===== src/hw/rtl/pidc_pkg.sv =====
// ---------------------------------------------------------------------------
// PID controller package
// Types and constants shared by the stages of the PID controller.
// ---------------------------------------------------------------------------
package pidc_pkg;

  typedef enum logic [1:0] {
    OP_STEP      = 2'd0,
    OP_CLEAR_ALL = 2'd1,
    OP_CLEAR_INT = 2'd2
  } op_e;

  typedef enum logic [1:0] {
    MODE_P   = 2'd0,
    MODE_PI  = 2'd1,
    MODE_PD  = 2'd2,
    MODE_PID = 2'd3
  } mode_e;

  localparam logic [2:0] REG_GAIN_P    = 3'd0;
  localparam logic [2:0] REG_GAIN_I    = 3'd1;
  localparam logic [2:0] REG_GAIN_D    = 3'd2;
  localparam logic [2:0] REG_OUT_LIM   = 3'd3;
  localparam logic [2:0] REG_INT_LIM   = 3'd4;
  localparam logic [2:0] REG_DEAD_BAND = 3'd5;
  localparam logic [2:0] REG_MODE      = 3'd6;

  localparam logic [14:0] OUT_LIM_RESET = 15'h7FFF;
  // ceil(2^35 / 10): x / 10 == (x * RECIP_TEN) >> 35 for any 32-bit x.
  localparam logic [31:0] RECIP_TEN     = 32'hCCCC_CCCD;

  typedef struct packed {
    logic [15:0] gain_p;
    logic [15:0] gain_i;
    logic [15:0] gain_d;
    logic [14:0] out_limit;
    logic [30:0] integral_limit;
    logic [27:0] inc_limit;
    logic [15:0] dead_band;
    mode_e       term_mode;
  } cfg_t;

  typedef struct packed {
    op_e                op;
    logic signed [16:0] err;
    logic signed [17:0] derr;
  } err_stage_t;

  typedef struct packed {
    op_e                op;
    logic signed [25:0] p;
    logic signed [25:0] inc;
    logic signed [26:0] d;
  } term_stage_t;

  typedef struct packed {
    logic signed [25:0] p;
    logic signed [31:0] integ;
    logic signed [26:0] d;
  } int_stage_t;

endpackage


===== src/hw/rtl/pidc_regs.sv =====
// ---------------------------------------------------------------------------
// PID controller configuration registers
// Holds the gains, limits, dead band and term mode, and derives the
// per-sample integral increment limit.
// ---------------------------------------------------------------------------
module pidc_regs import pidc_pkg::*; (
  input  logic        clk,
  input  logic        rst_n,
  input  logic        cfg_valid,
  input  logic [2:0]  cfg_index,
  input  logic [30:0] cfg_data,
  output cfg_t        cfg
);

  logic [15:0] gain_p_r, gain_i_r, gain_d_r, dead_band_r;
  logic [14:0] out_limit_r;
  logic [30:0] int_limit_r;
  logic [27:0] inc_limit_r;
  mode_e       mode_r;
  logic [62:0] recip_prod;

  assign recip_prod = {32'd0, int_limit_r} * {31'd0, RECIP_TEN};

  always_ff @(posedge clk) begin
    if (!rst_n) begin
      gain_p_r    <= '0;
      gain_i_r    <= '0;
      gain_d_r    <= '0;
      out_limit_r <= OUT_LIM_RESET;
      int_limit_r <= '0;
      inc_limit_r <= '0;
      dead_band_r <= '0;
      mode_r      <= MODE_PID;
    end else begin
      inc_limit_r <= recip_prod[62:35];
      if (cfg_valid) begin
        case (cfg_index)
          REG_GAIN_P:    gain_p_r    <= cfg_data[15:0];
          REG_GAIN_I:    gain_i_r    <= cfg_data[15:0];
          REG_GAIN_D:    gain_d_r    <= cfg_data[15:0];
          REG_OUT_LIM:   out_limit_r <= cfg_data[14:0];
          REG_INT_LIM:   int_limit_r <= cfg_data;
          REG_DEAD_BAND: dead_band_r <= cfg_data[15:0];
          REG_MODE:      mode_r      <= mode_e'(cfg_data[1:0]);
          default:       ;
        endcase
      end
    end
  end

  always_comb begin
    cfg.gain_p         = gain_p_r;
    cfg.gain_i         = gain_i_r;
    cfg.gain_d         = gain_d_r;
    cfg.out_limit      = out_limit_r;
    cfg.integral_limit = int_limit_r;
    cfg.inc_limit      = inc_limit_r;
    cfg.dead_band      = dead_band_r;
    cfg.term_mode      = mode_r;
  end

endmodule


===== config.mk =====
export PLATFORM = sky130hd
export DESIGN_NAME = pidc_regs
export DESIGN_NICKNAME = d
export VERILOG_FILES = /design/src/hw/rtl/pidc_pkg.sv /design/src/hw/rtl/pidc_regs.sv
export SDC_FILE = /design/constraint.sdc
export NUM_CORES = 1
export LEC_CHECK = 0
export BUFFER_PORTS_ARGS = -buffer_cell sky130_fd_sc_hd__buf_2
export CAP_MARGIN = 10
export CORE_ASPECT_RATIO = 0.7
export CORE_UTILIZATION = 50
export CTS_CLUSTER_DIAMETER = 50
export DETAILED_ROUTE_END_ITERATION = 8
export GPL_TIMING_DRIVEN = 0
export PLACE_DENSITY = 0.7
export SYNTH_ARGS = -nofsm -noshare
export SYNTH_HDL_FRONTEND = slang
export SYNTH_SLANG_ARGS = --single-unit

===== constraint.sdc =====
create_clock -name clk -period 8.1 [get_ports clk]
set_clock_uncertainty 0.05 [all_clocks]
set_input_delay 1.62 -clock clk [delete_from_list [all_inputs] [get_ports clk]]
set_output_delay 1.62 -clock clk [all_outputs]
set_load 0.01 [all_outputs]

Word level (Yosys, flattened, before mapping)
Cells that the tools add are included.
{"block": "word_totals", "word_cells": 23, "out_inout_bits": 140, "input_bits": 37, "ff_bits": 140}
{"block": "classes", "reduce_logical": 8, "multipliers": 1, "n_eq_ne": 6}
{"operator": "multiplier 31 x 32 -> 63 bit (second input constant)", "count": 1}
{"operator": "AND reduction 2 bit", "count": 7}
{"operator": "equality test 3 bit (second input constant)", "count": 3}
{"operator": "equality test 3 x 2 -> 1 bit (second input constant)", "count": 2}
{"operator": "equality test 3 x 1 -> 1 bit (second input constant)", "count": 1}
{"operator": "logical NOT 3 bit", "count": 1}

Logic depth before layout (Yosys ltp)
Gate-level depths: netlist of the first run.
{"block": "depth", "word_depth": 2, "depth_mapped": 27, "mapped_depth_nobuf": 26}

Worst setup path before layout of the first run
Ideal clock, no wire load.
{"block": "synth_path", "kind": "register to register", "from": "reg int_limit_r[5]", "to": "reg inc_limit_r[21]", "setup_time_ns": 0.120, "path_buffers": 0, "arrival_ns": 6.564, "slack_ns": 1.366, "stages_incl_launch_ff": 25, "required_ns": 7.930, "synth_period_minus_slack_ns": 6.734, "path_cell_list": "dfxtp_1 inv_1 ha_1 inv_1 fa_1 fa_1 fa_1 inv_1 fa_1 inv_1 fa_1 inv_1 fa_1 fa_1 inv_1 ha_1 nand4_1 nor4b_4 o21ai_0 nand4_1 a311oi_4 o21bai_4 a21oi_2 and4_1 a211o_1"}
{"block": "synth_between", "elab_chain_len": 1}
{"item": "start, declared", "line": "pidc_regs.sv:17", "text": "logic [30:0] int_limit_r;"}
{"item": "start signal, assigned", "line": "pidc_regs.sv:42", "text": "REG_INT_LIM: int_limit_r <= cfg_data;"}
{"item": "multiplier 31 x 32 -> 63 bit", "line": "pidc_regs.sv:22", "text": "assign recip_prod = {32'd0, int_limit_r} * {31'd0, RECIP_TEN};"}
{"item": "end signal, assigned", "line": "pidc_regs.sv:35", "text": "inc_limit_r <= recip_prod[62:35];"}
{"item": "end, declared", "line": "pidc_regs.sv:18", "text": "logic [27:0] inc_limit_r;"}
No other way between the ends.
A chain may end at the register's enable or synchronous reset.

Worst setup path after layout of the first run
{"block": "layout_path", "from": "reg int_limit_r[16]", "to": "reg inc_limit_r[21]"}
Same word-level chain as after synthesis.

==> flow_summary_export.csv, run 1 <==
group,metric,value,unit
pwr,power_density,126,mW/mm2
routing,drt_iter0_markers,905,
place,hpwl,37600,um
pwr,power.leakage,10.5,nW
cells_and_area,fillers,2917,
worst_setup_path,r2r-start,"int_limit_r[16]",
routing,ant_nets,0,
timing,setup_viol,0,
cells_and_area,final_cells,2395,
timing,worst_pin_slew,1.11,ns
routing,drc,0,
worst_setup_path,critPathCaptureType,"flip-flop",
global_routing,grt_max_degree,17,
die,initial_core_util,50.8,%
timing,slew_headroom,23.8,%
yosys,synth_edf_count,0,
run,maxCapViolations,0,
hold_path,hold_path.class,"flip-flop to flip-flop",
yosys,ys_seq_area_share,17.1,%
clock_tree,cts_buffer_depth,2,
yosys,synth_cells,1759,
routing,dr_total_vias,13100,
pwr,clkPwrFrac,36.2,%
routing,drt_wl_total,44100,um
yosys,async_flop_share,0,%
place,dp.cells,2362,
cells_and_area,fin_util,57.1,%
global_routing,antenna_found_initial,2,
yosys,syn_avg_cell_area,9.34,um2
yosys,synth_warnings,0,
place,place_area,0.0178,mm2
die,die_h,154,um
clock_tree,postCtsSetupRepairBufs,0,
pwr,total_power,2.32,mW
pwr,peakVddDrop,0.159,mV
clock_tree,clkSinkCount,140,
timing,fin_crit_sh,95.5,%
clock_tree,insertion_delay,0.45,ns
global_routing,met2_usage,40.6,%
die,coreArea,0.0323,mm2
clock_tree,cts_tree,"built",
clock_tree,clkTransAtPathRegs,0.07,ns
die,die_x,219,um
pwr,power.switching,848,uW
hold_path,hold_depth,2,
global_routing,grtUsageMet1,40.0,%
worst_setup_path,reg2reg_slack,0.37,ns
pwr,power.internal,1.47,mW
pwr,combPwrFrac,32.2,%
die,ioPinCount,177,
timing,hold_violations,0,
routing,routed_via_density,5.46,
timing,fin_tns_setup,0,ns
worst_setup_path,r2r-end,"inc_limit_r[21]",
pwr,seqPwrFrac,31.7,%
timing,period_needed,7.73,ns
worst_setup_path,cp.required,8.37,ns
timing,drv_slew,0,
yosys,syn-cell-area,0.0164,mm2
cells_and_area,layout.nets,2524,
worst_setup_path,cp-startpoint,"int_limit_r[16]",
die,dieArea,0.0336,mm2
place,place.gp.congestion,0.970,
cells_and_area,drive_above_1_share,11.6,%
global_routing,top_usage_layer,"met2",
timing,rsz0062_at_grt,"false",
global_routing,grt_usage,27.7,%
yosys,synth_seq_cells,140,
worst_setup_path,crit_path_max_fanout,7,
yosys,synth_top_flop_cell,"dfxtp_1",
clock_tree,cts_max_level,4,
global_routing,grt_pass1_vias,13400,
yosys,synth_nets,2329,
cells_and_area,syn2layout_area_growth,12.5,%
yosys,synth_cell_types,57,
clock_tree,numCtsBuffers,17,
hold_path,worstHoldStart,"gain_i_r[0]",
worst_setup_path,crit_arrival,8.01,ns
global_routing,grt_pass1_wl,70900,um
clock_tree,root_buffer,"clkbuf_16",
global_routing,grt.overflow.total,0,
timing,max_freq,129,MHz
worst_setup_path,r2r_cells,20,
global_routing,met3_usage,7.70,%
clock_tree,ctsResizeCount,0,
hold_path,min_to,"gain_i_r[0]",
worst_setup_path,critPathLaunchType,"flip-flop",
routing,first_pass_iters,9,
routing,routedWlPerCell,18.4,um
pwr,switching_share,36.5,%
cells_and_area,final_area,0.0185,mm2
die,fp-row-count,55,
status,status,"finished, final reports clean",
clock_tree,hold_buffers,0,
place,port_buffers,176,
worst_setup_path,crit_type,"flip-flop to flip-flop",
state kept, by name (all words and copies together), names as in the netlist:
| register | cells |
|---|---|
| dead_band_r | 16 |
| gain_d_r | 16 |
| gain_i_r | 16 |
| gain_p_r | 16 |
| inc_limit_r | 28 |
| int_limit_r | 31 |
| mode_r | 2 |
| out_limit_r | 15 |
area by class of cell:
class	instances	area [um2]	area share (%)
multi-input cells	1258	12300	66.4
flip-flops and latches	140	2800	15.2
inverters	315	1180	6.40
repair buffers	176	881	4.77
well taps	427	534	2.89
clock buffers	17	425	2.30
clock inverters	15	196	1.06
plain buffers	46	180	0.976
diodes	1	2.50	0.0136
cell usage in the layout (no fill, tap or decap), types with 5 or more instances in the layout:
cell type  count
xor2_1        20
ha_1         304
xnor2_1       20
inv_1        315
dfxtp_1      140
nor2b_1       12
a31oi_1        5
and3_1         7
nand3_1       32
fa_1         229
nor3_1        13
nand2b_1       7
nor2_1        41
a21o_1        32
and2_1         6
a21oi_1      143
inv_8          5
clkbuf_1      44
buf_2        176
o21a_1         5
clkbuf_16     17
o21ai_0       28
nand2_1      270
mux2i_1        6
nand4_1       18
synth_stat cells (2+ instances only):
cell,count,area [um2]
nor2_1,41,154
inv_1,315,1180
a21o_1,32,240
nand3_1,32,160
o211ai_1,4,30.0
buf_4,2,15.0
a221oi_2,2,30.0
nand2b_1,7,43.8
nor2b_1,12,75.1
a21oi_2,3,26.3
o21a_1,5,37.5
o2111ai_1,2,17.5
a21oi_1,143,716
a31oi_1,5,31.3
o21ai_0,28,140
clkbuf_1,44,165
a221oi_1,2,17.5
xnor2_1,20,175
nand2_1,270,1010
and2_1,6,37.5
a2111oi_0,2,17.5
a41oi_1,2,17.5
ha_1,304,3800
or2_2,4,25.0
o21ai_1,2,10.0
xor2_1,20,175
dfxtp_1,140,2800
nor3_1,14,70.1
fa_1,229,4580
o221ai_1,4,35.0
nor4_1,4,25.0
o21bai_1,3,22.5
and3_1,7,43.8
nand4_1,18,113
mux2i_1,6,60.1
a211oi_1,4,30.0
layer usage:
metal | up-vias | wire length, um | share of wire [%]
met5 | - | 20 | 0.045
met4 | 4 | 886 | 2.0
li1 | 6090 | - | -
met2 | 444 | 18900 | 43
met3 | 59 | 4130 | 9.3
met1 | 6482 | 20200 | 46
how the worst max path moves through the flow:
stage,slack [ns],cells after the start,to
6_report,0.37,20,inc_limit_r[21]
4_1_cts,0.36,19,inc_limit_r[3]
3_3_place_gp,0.39,19,inc_limit_r[3]
5_1_grt,0.06,24,inc_limit_r[15]
3_5_place_dp,0.38,19,inc_limit_r[3]
2_1_floorplan,1.37,24,inc_limit_r[21]
power by group through the flow:
stage | sequential [mW] | combinational (mW) | clock [mW]
5_1_grt | 0.738 | 0.844 | 0.888
3_3_place_gp | 0.751 | 0.727 | 0
4_1_cts | 0.735 | 0.746 | 0.855
3_5_place_dp | 0.751 | 0.734 | 0
2_1_floorplan | 0.761 | 0.490 | 0
6_report | 0.735 | 0.747 | 0.840
per-stage QoR:
stage	hold slack [ns]	setup slack (ns)
after global routing	0.428	0.0598
after global placement	0.390	0.392
after CTS	0.409	0.363
final	0.409	0.367
after floorplan	0.431	1.37
after detailed placement	0.398	0.380
cell families (layout without fill, tap and decap cells):
family / Yosys count / in the layout / synth area share [%]
DFF: 140 / 140 / 17.1
buffers and inverters: 361 / 569 / 8.30
AOI/OAI and AO/OA: 259 / 259 / 9.99
and+or+nand+nor: 420 / 420 / 11.1
other: 0 / 1 / 0
muxes: 6 / 6 / 0.366
adders and majority gates: 533 / 533 / 51.1
xor gates and xnor gates: 40 / 40 / 2.13
critical path, stage by stage (launching register included):
cell and delay (ns):
dfxtp_1 0.66, ha_1 0.25, inv_1 0.08, fa_1 0.69, fa_1 0.52, fa_1 0.59, inv_1 0.10, fa_1 0.59
fa_1 0.45, fa_1 0.49, inv_1 0.05, fa_1 0.50, inv_1 0.05, ha_1 0.37, a21oi_1 0.45, nand4_1 0.24
a311oi_4 0.68, o21bai_4 0.18, a21oi_2 0.27, nor4_1 0.08, a211o_1 0.25
No activity file was read; power rests on OpenSTA's default activity.
==> inputs of run 2 (changes only) <==
PLACE_DENSITY = 0.67   (was 0.7)
REMOVE_ABC_BUFFERS = 1   (was not set)
==> flow_summary_export.csv, run 2 (synthesized netlist as in run 1, its figures left out) <==
group,metric,value,unit
status,status,"finished, violations left",
status,violations,"DRC",
global_routing,grt_pass1_wl,68200,um
place,place.gp.congestion,0.940,
worst_setup_path,reg2reg_slack,0.36,ns
die,initial_core_util,50.8,%
cells_and_area,antenna_cells,0,
hold_path,worstHoldStart,"dead_band_r[7]",
clock_tree,cts_max_level,4,
die,dieArea,0.0336,mm2
hold_path,min_to,"dead_band_r[7]",
place,pre_cts_slack,0.489,ns
pwr,total_power,2.31,mW
clock_tree,cts_buffer_depth,2,
worst_setup_path,crit_type,"flip-flop to flip-flop",
cells_and_area,final_common_cell,"inv_1",
timing,setup_viol,0,
clock_tree,root_buffer,"clkbuf_16",
timing,max_freq,129,MHz
worst_setup_path,critPathCaptureType,"flip-flop",
global_routing,met2_usage,38.9,%
place,hpwl,35400,um
routing,drt_wl_total,42500,um
die,die_x,219,um
routing,routed_via_density,5.46,
cells_and_area,drive_above_1_share,12.1,%
clock_tree,numCtsBuffers,17,
clock_tree,insertion_delay,0.46,ns
timing,fin_tns_setup,0,ns
worst_setup_path,r2r_cells,21,
global_routing,grtUsageMet1,38.1,%
timing,drv_slew,0,
routing,first_pass_iters,7,
global_routing,met3_usage,6.51,%
cells_and_area,largest_reg_flops,31,
worst_setup_path,cp.required,8.38,ns
clock_tree,ctsResizeCount,0,
die,coreArea,0.0323,mm2
cells_and_area,final_area,0.0184,mm2
worst_setup_path,cp_common_cell,"fa_1",
cells_and_area,largestRegisters,"int_limit_r x31, inc_limit_r x28",
hold_path,hold_depth,2,
worst_setup_path,r2r-end,"inc_limit_r[26]",
place,port_buffers,176,
timing,rsz0062_at_grt,"false",
cells_and_area,fin_util,56.8,%
clock_tree,clkTransAtPathRegs,0.08,ns
worst_setup_path,crit_slowest_cell,"fa_1",
worst_setup_path,crit_arrival,8.01,ns
timing,worst_pin_slew,1.18,ns
clock_tree,postCtsSetupRepairBufs,0,
cells_and_area,layout.nets,2483,
worst_setup_path,critPathLaunchType,"flip-flop",
routing,dr_total_vias,12800,
clock_tree,clkSinkCount,140,
worst_setup_path,cp_cell_sequence,"ha_1 > inv_1 > fa_1 > fa_1 > fa_1 > inv_1 > ha_1 > xor2_1 > fa_1 > fa_1 > fa_1 > ha_1 > a211oi_1 > o21ai_0 > a221oi_2 > o221ai_1 > a21oi_2 > o221ai_2 > o41ai_4 > o21ai_1 > mux2i_1",
pwr,peakVddDrop,0.140,mV
pwr,power.leakage,10.4,nW
cells_and_area,layout_common_cells,"314 x inv_1, 304 x ha_1, 270 x nand2_1",
global_routing,grt_max_degree,93,
die,die_h,154,um
global_routing,antenna_found_initial,2,
hold_path,hold_path.class,"flip-flop to flip-flop",
global_routing,grt_pass1_vias,13000,
global_routing,top_usage_layer,"met2",
timing,fin_crit_sh,95.5,%
die,fp-row-count,55,
routing,drc,2,
clock_tree,hold_buffers,0,
worst_setup_path,r2r-start,"int_limit_r[22]",
worst_setup_path,slowest_delay,0.68,ns
timing,hold_violations,0,
place,place_area,0.0177,mm2
worst_setup_path,crit_path_max_fanout,8,
run,maxCapViolations,0,
pwr,power_density,125,mW/mm2
global_routing,grt_usage,26.3,%
timing,worst_slack,0.365,ns
timing,slew_headroom,21.4,%
die,ioPinCount,177,
global_routing,grt.overflow.total,0,
cells_and_area,syn2layout_area_growth,11.9,%
clock_tree,cts_tree,"built",
routing,ant_nets,0,
routing,drt_iter0_markers,801,
cells_and_area,largest_register,"int_limit_r",
routing,routedWlPerCell,18.0,um
timing,period_needed,7.74,ns
-- run 2: changes by cell type in the layout (fill, tap and decap cells not counted), moves of 2 or more --
cell,delta
buf_6,+3
inv_8,-2
clkbuf_1,-44
buf_16,+2
buf_4,-2
clkinv_8,+3
-- run 2: final cells by class --
class,instances,area (um2)
flip-flops and latches,140,2800
inverters,315,1180
clock inverters,15,198
fillers,2919,14000
clock buffers,17,425
repair buffers,181,970
multi-input cells,1258,12300
well taps,427,534
-- run 2: worst max path at each step --
stage / start / to / slack, ns / depth (start not counted)
floorplan: int_limit_r[5] / inc_limit_r[21] / 1.35 / 24
CTS: int_limit_r[16] / inc_limit_r[27] / 0.43 / 22
finish: int_limit_r[22] / inc_limit_r[26] / 0.36 / 21
detailed placement: int_limit_r[7] / inc_limit_r[27] / 0.49 / 22
global placement: int_limit_r[7] / inc_limit_r[21] / 0.43 / 22
global route: int_limit_r[5] / inc_limit_r[0] / 0.1 / 23
-- run 2: per-stage QoR --
| step | cells | hold WS, ns |
|---|---|---|
| final | 2353 | 0.403 |
| after global routing | 2353 | 0.420 |
| after CTS | 2352 | 0.406 |
| after detailed placement | 2320 | 0.396 |
| after global placement | 2316 | 0.389 |
| after floorplan | 1713 | 0.431 |
-- run 2: critical path, delay by kind of cell (launching register included) --
kind	cells	cell delay, ns
adder cells (fa/ha/maj)	9	4.12
XOR/XNOR	1	0.21
flip-flops	1	0.58
multiplexers	1	0.13
AO/OA/AOI/OAI	8	2.20
buffers and inverters	2	0.30
-- run 2: report_power, final --
group | internal (mW) | switching [mW] | total (mW) | leakage, nW
clock network | 0.446 | 0.383 | 0.829 | 0.303
logic | 0.287 | 0.456 | 0.743 | 9.01
registers | 0.718 | 0.0165 | 0.734 | 1.14
total | 1.45 | 0.856 | 2.31 | 10.4
-- run 2: layer usage --
metal | share of wire, % | routed length (um) | up-vias
met5 | 0.057 | 24 | -
met4 | 2.3 | 980 | 4
met3 | 8.5 | 3600 | 63
met2 | 42 | 18000 | 434
met1 | 47 | 19900 | 6332
li1 | - | - | 6010
